File: config.mk
export PLATFORM = sky130hd
export DESIGN_NAME = video_coeff_quant_dequant_top_flat
export DESIGN_NICKNAME = d
export VERILOG_FILES = /design/src/hdl/vcqd_pkg.sv /design/src/hdl/vcqd_coef_if.sv /design/src/hdl/vcqd_res_if.sv /design/src/hdl/vcqd_quant.sv /design/src/hdl/vcqd_dequant.sv /design/src/hdl/video_coeff_quant_dequant_top.sv /design/src/flat_wrapper.sv
export SDC_FILE = /design/constraint.sdc
export NUM_CORES = 2
export LEC_CHECK = 0
export ABC_AREA = 1
export BUFFER_PORTS_ARGS = -buffer_cell sky130_fd_sc_hd__buf_2
export CELL_PAD_IN_SITES_DETAIL_PLACEMENT = 1
export CELL_PAD_IN_SITES_GLOBAL_PLACEMENT = 1
export CORE_MARGIN = 2
export CORE_UTILIZATION = 54
export DETAILED_ROUTE_END_ITERATION = 16
export GPL_TIMING_DRIVEN = 0
export HOLD_SLACK_MARGIN = 0.1
export PLACE_DENSITY = 0.94
export RECOVER_POWER = 25
export SETUP_SLACK_MARGIN = 0.05
export SLEW_MARGIN = 15
export SYNTH_ARGS = -nofsm -noshare
export SYNTH_HDL_FRONTEND = slang
export SYNTH_HIERARCHICAL = 1
export SYNTH_SLANG_ARGS = --single-unit
File: constraint.sdc
create_clock -name i_clk -period 13.9 [get_ports i_clk]
set_input_delay 0 -clock i_clk [delete_from_list [all_inputs] [get_ports i_clk]]
set_output_delay 0 -clock i_clk [all_outputs]
set_load 0.005 [all_outputs]
File: src/hdl/vcqd_pkg.sv
// ----------------------------------------------------------------------------
// vcqd_pkg
// Shared types, constants and scale tables for the coefficient quantizer and
// dequantizer pipeline.
// ----------------------------------------------------------------------------
package vcqd_pkg;

    localparam int unsigned COEF_W   = 16;
    localparam int unsigned QP_W     = 6;
    localparam int unsigned SIZE_W   = 2;
    localparam int unsigned CFG_W    = 6;

    localparam logic [7:0] ROUND_OFFSET = 8'd171;

    // Configuration register indexes
    localparam logic CFG_QP_VALUE  = 1'b0;
    localparam logic CFG_SIZE_CODE = 1'b1;

    // Beat passed from the quantizer to the dequantizer
    typedef struct packed {
        logic signed [COEF_W-1:0] level;
        logic        [15:0]       dscale;
        logic        [SIZE_W-1:0] size_code;
    } t_lvl_beat;

    // qp / 6 for qp in 0..63 by reciprocal multiply (x*43 >> 8)
    function automatic logic [3:0] qp_div6(input logic [QP_W-1:0] qp);
        logic [11:0] prod;
        prod = {6'd0, qp} * 12'd43;
        return prod[11:8];
    endfunction

    function automatic logic [2:0] qp_mod6(input logic [QP_W-1:0] qp);
        logic [6:0] prod;
        prod = {3'd0, qp_div6(qp)} * 7'd6;
        return 3'(qp - prod[5:0]);
    endfunction

    function automatic logic [14:0] fwd_scale(input logic [2:0] qmod);
        logic [14:0] s;
        case (qmod)
            3'd0:    s = 15'd26214;
            3'd1:    s = 15'd23302;
            3'd2:    s = 15'd20560;
            3'd3:    s = 15'd18396;
            3'd4:    s = 15'd16384;
            3'd5:    s = 15'd14564;
            default: s = 15'd0;
        endcase
        return s;
    endfunction

    function automatic logic [6:0] inv_scale(input logic [2:0] qmod);
        logic [6:0] s;
        case (qmod)
            3'd0:    s = 7'd40;
            3'd1:    s = 7'd45;
            3'd2:    s = 7'd51;
            3'd3:    s = 7'd57;
            3'd4:    s = 7'd64;
            3'd5:    s = 7'd72;
            default: s = 7'd0;
        endcase
        return s;
    endfunction

endpackage

File: src/hdl/vcqd_coef_if.sv
// ----------------------------------------------------------------------------
// vcqd_coef_if
// Valid/ready channel that carries one transform coefficient per beat.
// ----------------------------------------------------------------------------
interface vcqd_coef_if;
    logic               valid;
    logic               ready;
    logic signed [15:0] coefficient;

    modport source (output valid, output coefficient, input ready);
    modport sink   (input valid, input coefficient, output ready);
endinterface

File: src/hdl/vcqd_res_if.sv
// ----------------------------------------------------------------------------
// vcqd_res_if
// Valid/ready channel that carries a quantized level and its reconstruction.
// ----------------------------------------------------------------------------
interface vcqd_res_if;
    logic               valid;
    logic               ready;
    logic signed [15:0] level;
    logic signed [15:0] reconstructed;

    modport source (output valid, output level, output reconstructed, input ready);
    modport sink   (input valid, input level, input reconstructed, output ready);
endinterface

File: src/hdl/vcqd_quant.sv
// ----------------------------------------------------------------------------
// vcqd_quant
// Three-stage forward quantizer: magnitude and qp split, scale multiply,
// rounding add with shift, sign restore and clip.
// ----------------------------------------------------------------------------
module vcqd_quant import vcqd_pkg::*; (
    input  logic                     i_clk,
    input  logic                     i_rst_n,
    input  logic                     i_valid,
    output logic                     o_ready,
    input  logic signed [COEF_W-1:0] i_coefficient,
    input  logic        [QP_W-1:0]   i_qp_value,
    input  logic        [SIZE_W-1:0] i_size_code,
    output logic                     o_valid,
    input  logic                     i_ready,
    output t_lvl_beat                o_beat
);

    // stage A: magnitude, sign, qp split
    logic               r_a_valid;
    logic [16:0]        r_a_mag;
    logic               r_a_neg;
    logic [2:0]         r_a_qmod;
    logic [3:0]         r_a_qdiv;
    logic [SIZE_W-1:0]  r_a_size;
    // stage B: scaled product
    logic               r_b_valid;
    logic [31:0]        r_b_prod;
    logic               r_b_neg;
    logic [2:0]         r_b_qmod;
    logic [3:0]         r_b_qdiv;
    logic [3:0]         r_b_qshift;
    logic [SIZE_W-1:0]  r_b_size;
    // stage C: level out
    logic               r_c_valid;
    t_lvl_beat          r_c_beat;

    logic en_a, en_b, en_c;

    logic [16:0]        n_a_mag;
    logic [31:0]        n_b_prod;
    logic [3:0]         n_b_qshift;
    logic [32:0]        c_sum;
    logic [32:0]        c_shifted;
    logic [16:0]        c_q;
    logic signed [17:0] c_signed;
    t_lvl_beat          n_c_beat;
    logic [16:0]        c_dscale;

    assign en_c    = !r_c_valid || i_ready;
    assign en_b    = !r_b_valid || en_c;
    assign en_a    = !r_a_valid || en_b;
    assign o_ready = en_a;
    assign o_valid = r_c_valid;
    assign o_beat  = r_c_beat;

    always_comb begin
        n_a_mag = i_coefficient[COEF_W-1] ? 17'(-{i_coefficient[COEF_W-1], i_coefficient})
                                          : {1'b0, i_coefficient};
    end

    always_comb begin
        n_b_prod   = {15'd0, r_a_mag} * {17'd0, fwd_scale(r_a_qmod)};
        n_b_qshift = 4'd2 + r_a_qdiv + {2'd0, r_a_size};
    end

    always_comb begin
        c_sum     = {1'b0, r_b_prod} + ({25'd0, ROUND_OFFSET} << (5'd5 + {1'b0, r_b_qshift}));
        c_shifted = c_sum >> (5'd14 + {1'b0, r_b_qshift});
        c_q       = c_shifted[16:0];
        c_signed  = r_b_neg ? -$signed({1'b0, c_q}) : $signed({1'b0, c_q});
        if (c_signed > 18'sd32767) begin
            n_c_beat.level = 16'sh7fff;
        end else if (c_signed < -18'sd32768) begin
            n_c_beat.level = 16'sh8000;
        end else begin
            n_c_beat.level = c_signed[15:0];
        end
        c_dscale           = {10'd0, inv_scale(r_b_qmod)} << r_b_qdiv;
        n_c_beat.dscale    = c_dscale[15:0];
        n_c_beat.size_code = r_b_size;
    end

    always_ff @(posedge i_clk) begin
        if (!i_rst_n) begin
            r_a_valid <= 1'b0;
            r_b_valid <= 1'b0;
            r_c_valid <= 1'b0;
        end else begin
            if (en_a) r_a_valid <= i_valid;
            if (en_b) r_b_valid <= r_a_valid;
            if (en_c) r_c_valid <= r_b_valid;
        end
    end

    always_ff @(posedge i_clk) begin
        if (en_a && i_valid) begin
            r_a_mag  <= n_a_mag;
            r_a_neg  <= i_coefficient[COEF_W-1];
            r_a_qmod <= qp_mod6(i_qp_value);
            r_a_qdiv <= qp_div6(i_qp_value);
            r_a_size <= i_size_code;
        end
        if (en_b && r_a_valid) begin
            r_b_prod   <= n_b_prod;
            r_b_neg    <= r_a_neg;
            r_b_qmod   <= r_a_qmod;
            r_b_qdiv   <= r_a_qdiv;
            r_b_qshift <= n_b_qshift;
            r_b_size   <= r_a_size;
        end
        if (en_c && r_b_valid) begin
            r_c_beat <= n_c_beat;
        end
    end

endmodule

File: src/hdl/vcqd_dequant.sv
// ----------------------------------------------------------------------------
// vcqd_dequant
// Two-stage dequantizer: level times inverse scale, then rounding add,
// floor shift and clip into the output register.
// ----------------------------------------------------------------------------
module vcqd_dequant import vcqd_pkg::*; (
    input  logic                     i_clk,
    input  logic                     i_rst_n,
    input  logic                     i_valid,
    output logic                     o_ready,
    input  t_lvl_beat                i_beat,
    output logic                     o_valid,
    input  logic                     i_ready,
    output logic signed [COEF_W-1:0] o_level,
    output logic signed [COEF_W-1:0] o_reconstructed
);

    logic                     r_d_valid;
    logic signed [32:0]       r_d_prod;
    logic signed [COEF_W-1:0] r_d_level;
    logic [SIZE_W-1:0]        r_d_size;

    logic                     r_e_valid;
    logic signed [COEF_W-1:0] r_e_level;
    logic signed [COEF_W-1:0] r_e_recon;

    logic en_d, en_e;

    logic signed [32:0]       n_d_prod;
    logic [2:0]               e_dshift;
    logic signed [33:0]       e_sum;
    logic signed [33:0]       e_shifted;
    logic signed [COEF_W-1:0] n_e_recon;

    assign en_e            = !r_e_valid || i_ready;
    assign en_d            = !r_d_valid || en_e;
    assign o_ready         = en_d;
    assign o_valid         = r_e_valid;
    assign o_level         = r_e_level;
    assign o_reconstructed = r_e_recon;

    always_comb begin
        n_d_prod = $signed({{17{i_beat.level[COEF_W-1]}}, i_beat.level})
                 * $signed({17'd0, i_beat.dscale});
    end

    always_comb begin
        e_dshift  = 3'd4 - {1'b0, r_d_size};
        e_sum     = {r_d_prod[32], r_d_prod} + (34'sd1 <<< (e_dshift - 3'd1));
        e_shifted = e_sum >>> e_dshift;
        if (e_shifted > 34'sd32767) begin
            n_e_recon = 16'sh7fff;
        end else if (e_shifted < -34'sd32768) begin
            n_e_recon = 16'sh8000;
        end else begin
            n_e_recon = e_shifted[15:0];
        end
    end

    always_ff @(posedge i_clk) begin
        if (!i_rst_n) begin
            r_d_valid <= 1'b0;
            r_e_valid <= 1'b0;
        end else begin
            if (en_d) r_d_valid <= i_valid;
            if (en_e) r_e_valid <= r_d_valid;
        end
    end

    always_ff @(posedge i_clk) begin
        if (en_d && i_valid) begin
            r_d_prod  <= n_d_prod;
            r_d_level <= i_beat.level;
            r_d_size  <= i_beat.size_code;
        end
        if (en_e && r_d_valid) begin
            r_e_level <= r_d_level;
            r_e_recon <= n_e_recon;
        end
    end

endmodule

File: src/hdl/video_coeff_quant_dequant_top.sv
// ----------------------------------------------------------------------------
// video_coeff_quant_dequant_top
// Streaming coefficient quantizer and dequantizer at 8-bit sample depth.
// ----------------------------------------------------------------------------
// Path: an accepted coefficient beat passes stages A, B, C, D and E in order.
// Throughput: one beat per cycle; the five pipeline registers each hold one
// beat, and a stage advances whenever the stage after it is free or moving.
// Reset (synchronous, active low): clears all stage valid bits, sets qp_value
// and size_code to 0. Payload registers are not reset.
// ----------------------------------------------------------------------------
module video_coeff_quant_dequant_top import vcqd_pkg::*; (
    input  logic             i_clk,
    input  logic             i_rst_n,
    // configuration write port
    input  logic             i_cfg_we,
    input  logic             i_cfg_idx,
    input  logic [CFG_W-1:0] i_cfg_data,
    // streams
    vcqd_coef_if.sink        i_coef,
    vcqd_res_if.source       o_res
);

    // Configuration registers: write only while the pipe is empty (the block
    // does not enforce it). Each beat samples them at entry and keeps a copy.
    logic [QP_W-1:0]   r_qp_value;
    logic [SIZE_W-1:0] r_size_code;

    always_ff @(posedge i_clk) begin
        if (!i_rst_n) begin
            r_qp_value  <= '0;
            r_size_code <= '0;
        end else if (i_cfg_we) begin
            unique case (i_cfg_idx)
                CFG_QP_VALUE:  r_qp_value  <= i_cfg_data[QP_W-1:0];
                CFG_SIZE_CODE: r_size_code <= i_cfg_data[SIZE_W-1:0];
                default:       ;
            endcase
        end
    end

    // Quantizer to dequantizer hand-off
    logic      q_valid;
    logic      q_ready;
    t_lvl_beat q_beat;

    // Stages A..C: magnitude, multiply by forward scale, round/shift/clip
    vcqd_quant u_quant (
        .i_clk         (i_clk),
        .i_rst_n       (i_rst_n),
        .i_valid       (i_coef.valid),
        .o_ready       (i_coef.ready),
        .i_coefficient (i_coef.coefficient),
        .i_qp_value    (r_qp_value),
        .i_size_code   (r_size_code),
        .o_valid       (q_valid),
        .i_ready       (q_ready),
        .o_beat        (q_beat)
    );

    // Stages D..E: multiply by inverse scale, round/floor-shift/clip.
    // Stage E is the output register; it holds a beat until taken.
    vcqd_dequant u_dequant (
        .i_clk           (i_clk),
        .i_rst_n         (i_rst_n),
        .i_valid         (q_valid),
        .o_ready         (q_ready),
        .i_beat          (q_beat),
        .o_valid         (o_res.valid),
        .i_ready         (o_res.ready),
        .o_level         (o_res.level),
        .o_reconstructed (o_res.reconstructed)
    );

endmodule

File: src/flat_wrapper.sv
// flat-port wrapper written by rule: the top's interface ports become plain ports
module video_coeff_quant_dequant_top_flat import vcqd_pkg::*;
  (i_clk, i_rst_n, i_cfg_we, i_cfg_idx, i_cfg_data, i_coef_valid, i_coef_coefficient, i_coef_ready, o_res_valid, o_res_level, o_res_reconstructed, o_res_ready);
  vcqd_coef_if i_coef_i ();
  vcqd_res_if o_res_i ();
  input  logic i_clk;
  input  logic i_rst_n;
  input  logic i_cfg_we;
  input  logic i_cfg_idx;
  input  logic [CFG_W-1:0] i_cfg_data;
  input wire logic [$bits(i_coef_i.valid)-1:0] i_coef_valid;
  input wire logic [$bits(i_coef_i.coefficient)-1:0] i_coef_coefficient;
  output wire logic [$bits(i_coef_i.ready)-1:0] i_coef_ready;
  output wire logic [$bits(o_res_i.valid)-1:0] o_res_valid;
  output wire logic [$bits(o_res_i.level)-1:0] o_res_level;
  output wire logic [$bits(o_res_i.reconstructed)-1:0] o_res_reconstructed;
  input wire logic [$bits(o_res_i.ready)-1:0] o_res_ready;
  assign i_coef_i.valid = i_coef_valid;
  assign i_coef_i.coefficient = i_coef_coefficient;
  assign i_coef_ready = i_coef_i.ready;
  assign o_res_valid = o_res_i.valid;
  assign o_res_level = o_res_i.level;
  assign o_res_reconstructed = o_res_i.reconstructed;
  assign o_res_i.ready = o_res_ready;
  video_coeff_quant_dequant_top u_core (.i_clk(i_clk), .i_rst_n(i_rst_n), .i_cfg_we(i_cfg_we), .i_cfg_idx(i_cfg_idx), .i_cfg_data(i_cfg_data), .i_coef(i_coef_i), .o_res(o_res_i));
endmodule
==> impl_summary.md <==
Clocking
The root buffer selected by CTS is clkbuf_16. The total number of H-tree levels is 1. The total of hold buffers inserted after clock tree synthesis is 56.

The number of buffers on the longest clock path is 3. The number of clock buffers inserted by TritonCTS is 25. Clock tree synthesis found a total of 202 sinks. The CTS tree is yes. The clock reaches the later pin of the worst-skew pair after 0.62 ns. In this run the post-CTS setup repair buffer count came out at 0. After clock tree synthesis, the clock-pin slew on the worst setup and hold paths is 0.08 ns. In this run, post-CTS repair resized a total of 0 instances.

Setup path
The most numerous cell type found on the critical path is inv_1. The worst setup path is launched from a register. The gate family responsible for the most delay along the worst path is adder cells. Along the worst path, the maximum fanout reaches 10. The worst setup slack for register-to-register paths is 2.74 ns. The critical path endpoint category is a register. On the worst path, the slowest cell contributes a delay of 0.82 ns. STA puts the critical path data arrival time at 11.44 ns. The number of buffers and inverters on the critical path is 10. The data required time of the critical path is 14.18 ns. The category of the critical setup timing path is reg2reg.

The critical-path cell with the highest stage delay is xor2_1.

GRT
The number of antenna violations at the first check in global routing is 16. The first global-routing pass estimated 220 mm of wire. The total global-route track usage is 0.495. After global routing the overflow that remains totals 0. Entering global routing, the biggest net connects 42 pins. The number of global-route vias before repair came to 35200.

Timing
The number of hold-slack violations in the final timing report came to 0. The worst-margin pin slew is 1.98 ns. The worst-case headroom to the max-slew limit is -0.317. The setup-violating endpoint count in the final report is 0.

The aggregate negative setup slack is 0 ns. The routed design could run at a clock period as short as 11.16 ns. Based on the critical path, the design can be clocked at up to 0.0896 GHz.

Setup repair after global routing left no endpoint under its margin. On the final layout, the worst clock skew is 0.0598 ns. In the finished design, the share of the clock period the worst path needs comes to 0.803. The total count of max-transition violations in the final report is 11.

Synth
The cell count after synthesis came out at 4020. In the post-synthesis netlist, the biggest area contributors are fa_1, edfxtp_1, ha_1. Of the post-synthesis cell area, the dominant cell type holds 0.241. The async set-reset flop share out of synthesis is 0. After synthesis, the netlist uses 53 different library cells. Yosys mapped a number of flops with a built-in enable equal to 189. The cell area after synthesis is 0.0315 mm2.

In this run the mean area of a mapped cell was 7.83 um2. The sequential share of the synthesized area is 0.189. For this run, the leading register cell type out of synthesis is edfxtp_1.

Summed over all instances, the cell type with the most area after synthesis is fa_1. The synthesis warning total is 6. After synthesis the netlist holds a flip-flop and latch count of 202.

Run status
The checks that failed: max-capacitance violations, max-slew violations. The flow ran to the end, but the final reports show violations.

Drt
The remaining antenna violation count is 0. The detailed router finished its first iteration with 3969 violations. The routed layout has 32500 vias.

The per-cell via count in the routed design is 6.55. For this run, design rule violations remaining after detail routing come to 0. The first detailed-routing pass ran for 8 iterations.

In the final routed layout, each cell accounts on average for 29.6 um. After detailed routing, the total wire length is 147 mm.

Finish
The area taken by flip-flops and latches is 0.00594 mm2. In the final layout, the share of cells above drive strength 1 is 0.0623. In the final layout, the multi-input gates occupy 0.0219 mm2. Leaving out fill and tap cells, the most frequent cell in the layout is nand2_1. In the layout the commonest cells are nand2_1, inv_1, fa_1, nand3_1, nor2_1.

The final net count is 4886. The number of fill cells is 7181. The area growth from synthesis to layout is 8.79%.

Run
Max-cap violations in this run came to 1.

Die
The horizontal die dimension is 245 um. The core region is 0.0577 mm2. The die outline area is 0.0602 mm2.

Measured along the y axis, the die boundary spans 245 um. In this run the core area contains 88 standard-cell rows. The initial utilization of the core area, before any placement, comes to 0.545. The count of pins on the block boundary is 62.

Hold path
The type of the worst min-delay path is in2reg.

Placed design
Input and output buffers added on the ports amount to 60. The final weighted congestion in routability-driven placement is 0.990. The HPWL after detailed placement is 96.5 mm.
[synth_stat cells, types with 12 or more instances]
master / number
a21oi_1: 124
xnor2_1: 29
nand2_1: 935
nand2_2: 69
nand3_2: 22
buf_1: 12
nand3_1: 324
inv_1: 803
fa_1: 378
nand4_1: 26
dfxtp_1: 13
edfxtp_1: 189
nor2_1: 311
nor3_1: 21
a31oi_1: 15
ha_1: 310
xor2_1: 75
o21ai_0: 98
clkbuf_1: 85
buf_2: 22
[layout make-up]
| class | instances | share of cell area |
|---|---|---|
| well taps | 765 | 0.0280 |
| inverters | 821 | 0.0900 |
| flip-flops and latches | 202 | 0.173 |
| clock inverters | 12 | 0.00424 |
| plain buffers | 131 | 0.0180 |
| diodes | 12 | 0.000877 |
| clock buffers | 33 | 0.0197 |
| repair buffers | 120 | 0.0271 |
| multi-input cells | 2869 | 0.639 |
[cells by family after synthesis]
family          Yosys count  share of synthesized area
compound gates          293                     0.0515
xor+xnor                104                     0.0289
fa+ha+maj               688                      0.364
buf+inv                 952                      0.118
flops                   202                      0.189
mux                       9                    0.00286
other cells               2                   0.000239
simple gates           1770                      0.246
[worst reg2reg max path, delay by kind of cell, from the launching register on]
kind / cells / cell delay [ns]
and+or+nand+nor: 5 / 1.89
adders and majority gates: 7 / 2.98
AOI/OAI and AO/OA: 8 / 2.33
buffers and inverters: 10 / 2.12
DFF: 1 / 0.67
xor gates and xnor gates: 1 / 0.82
[layer usage]
layer	GRT usage	routed length, um	vias to the layer above
met5	0.0155	156	-
met4	0.465	17400	18
met3	0.212	17600	1310
met2	0.761	65100	2830
met1	0.505	46700	15600
li1	-	-	12800
[final timing paths]
kind                                                     from                          end  cells past startpoint
worst min-delay path                   i_coef_coefficient[15]       u_core/u_quant/r_a_neg                      2
worst min register to register  u_core/u_dequant/r_d_level[3]  u_core/u_dequant/o_level[3]                      0
worst max register to register     u_core/u_quant/r_a_qmod[1]  u_core/u_quant/r_b_prod[30]                     31
worst max-delay path               u_core/u_quant/r_a_qmod[1]  u_core/u_quant/r_b_prod[30]                     31
[sequential cells by signal, summed over array words and instances, names as in the netlist, 2 cells and up]
name / flops
u_core/u_quant/r_a_qdiv: 4
u_core/u_quant/r_b_qmod: 3
u_core/u_quant/o_beat: 34
u_core/u_dequant/r_d_prod: 33
u_core/u_quant/r_a_qmod: 3
u_core/u_quant/r_b_qshift: 4
u_core/r_size_code: 2
u_core/u_dequant/o_level: 16
u_core/r_qp_value: 6
u_core/u_quant/r_a_size: 2
u_core/u_quant/r_b_qdiv: 4
u_core/u_quant/r_a_mag: 17
u_core/u_quant/r_b_prod: 31
u_core/u_dequant/r_d_level: 16
u_core/u_dequant/r_d_size: 2
u_core/u_quant/r_b_size: 2
u_core/u_dequant/o_reconstructed: 16
[through the flow]
step	instances	hold WS, ns	util	worst slack, ns	area (um2)
floorplan	4023	0.0989	-	7.11	31500
detailed placement	4852	0.245	0.569	4.69	32900
global route	4954	0.293	0.593	2.78	34200
CTS	4953	0.180	0.593	4.23	34200
global placement	4848	0.236	0.567	5.13	32700
finish	4965	0.280	0.593	2.74	34200
Power is not shown: default switching activity piles up to over one toggle a cycle in this logic, so the estimate is an artifact.
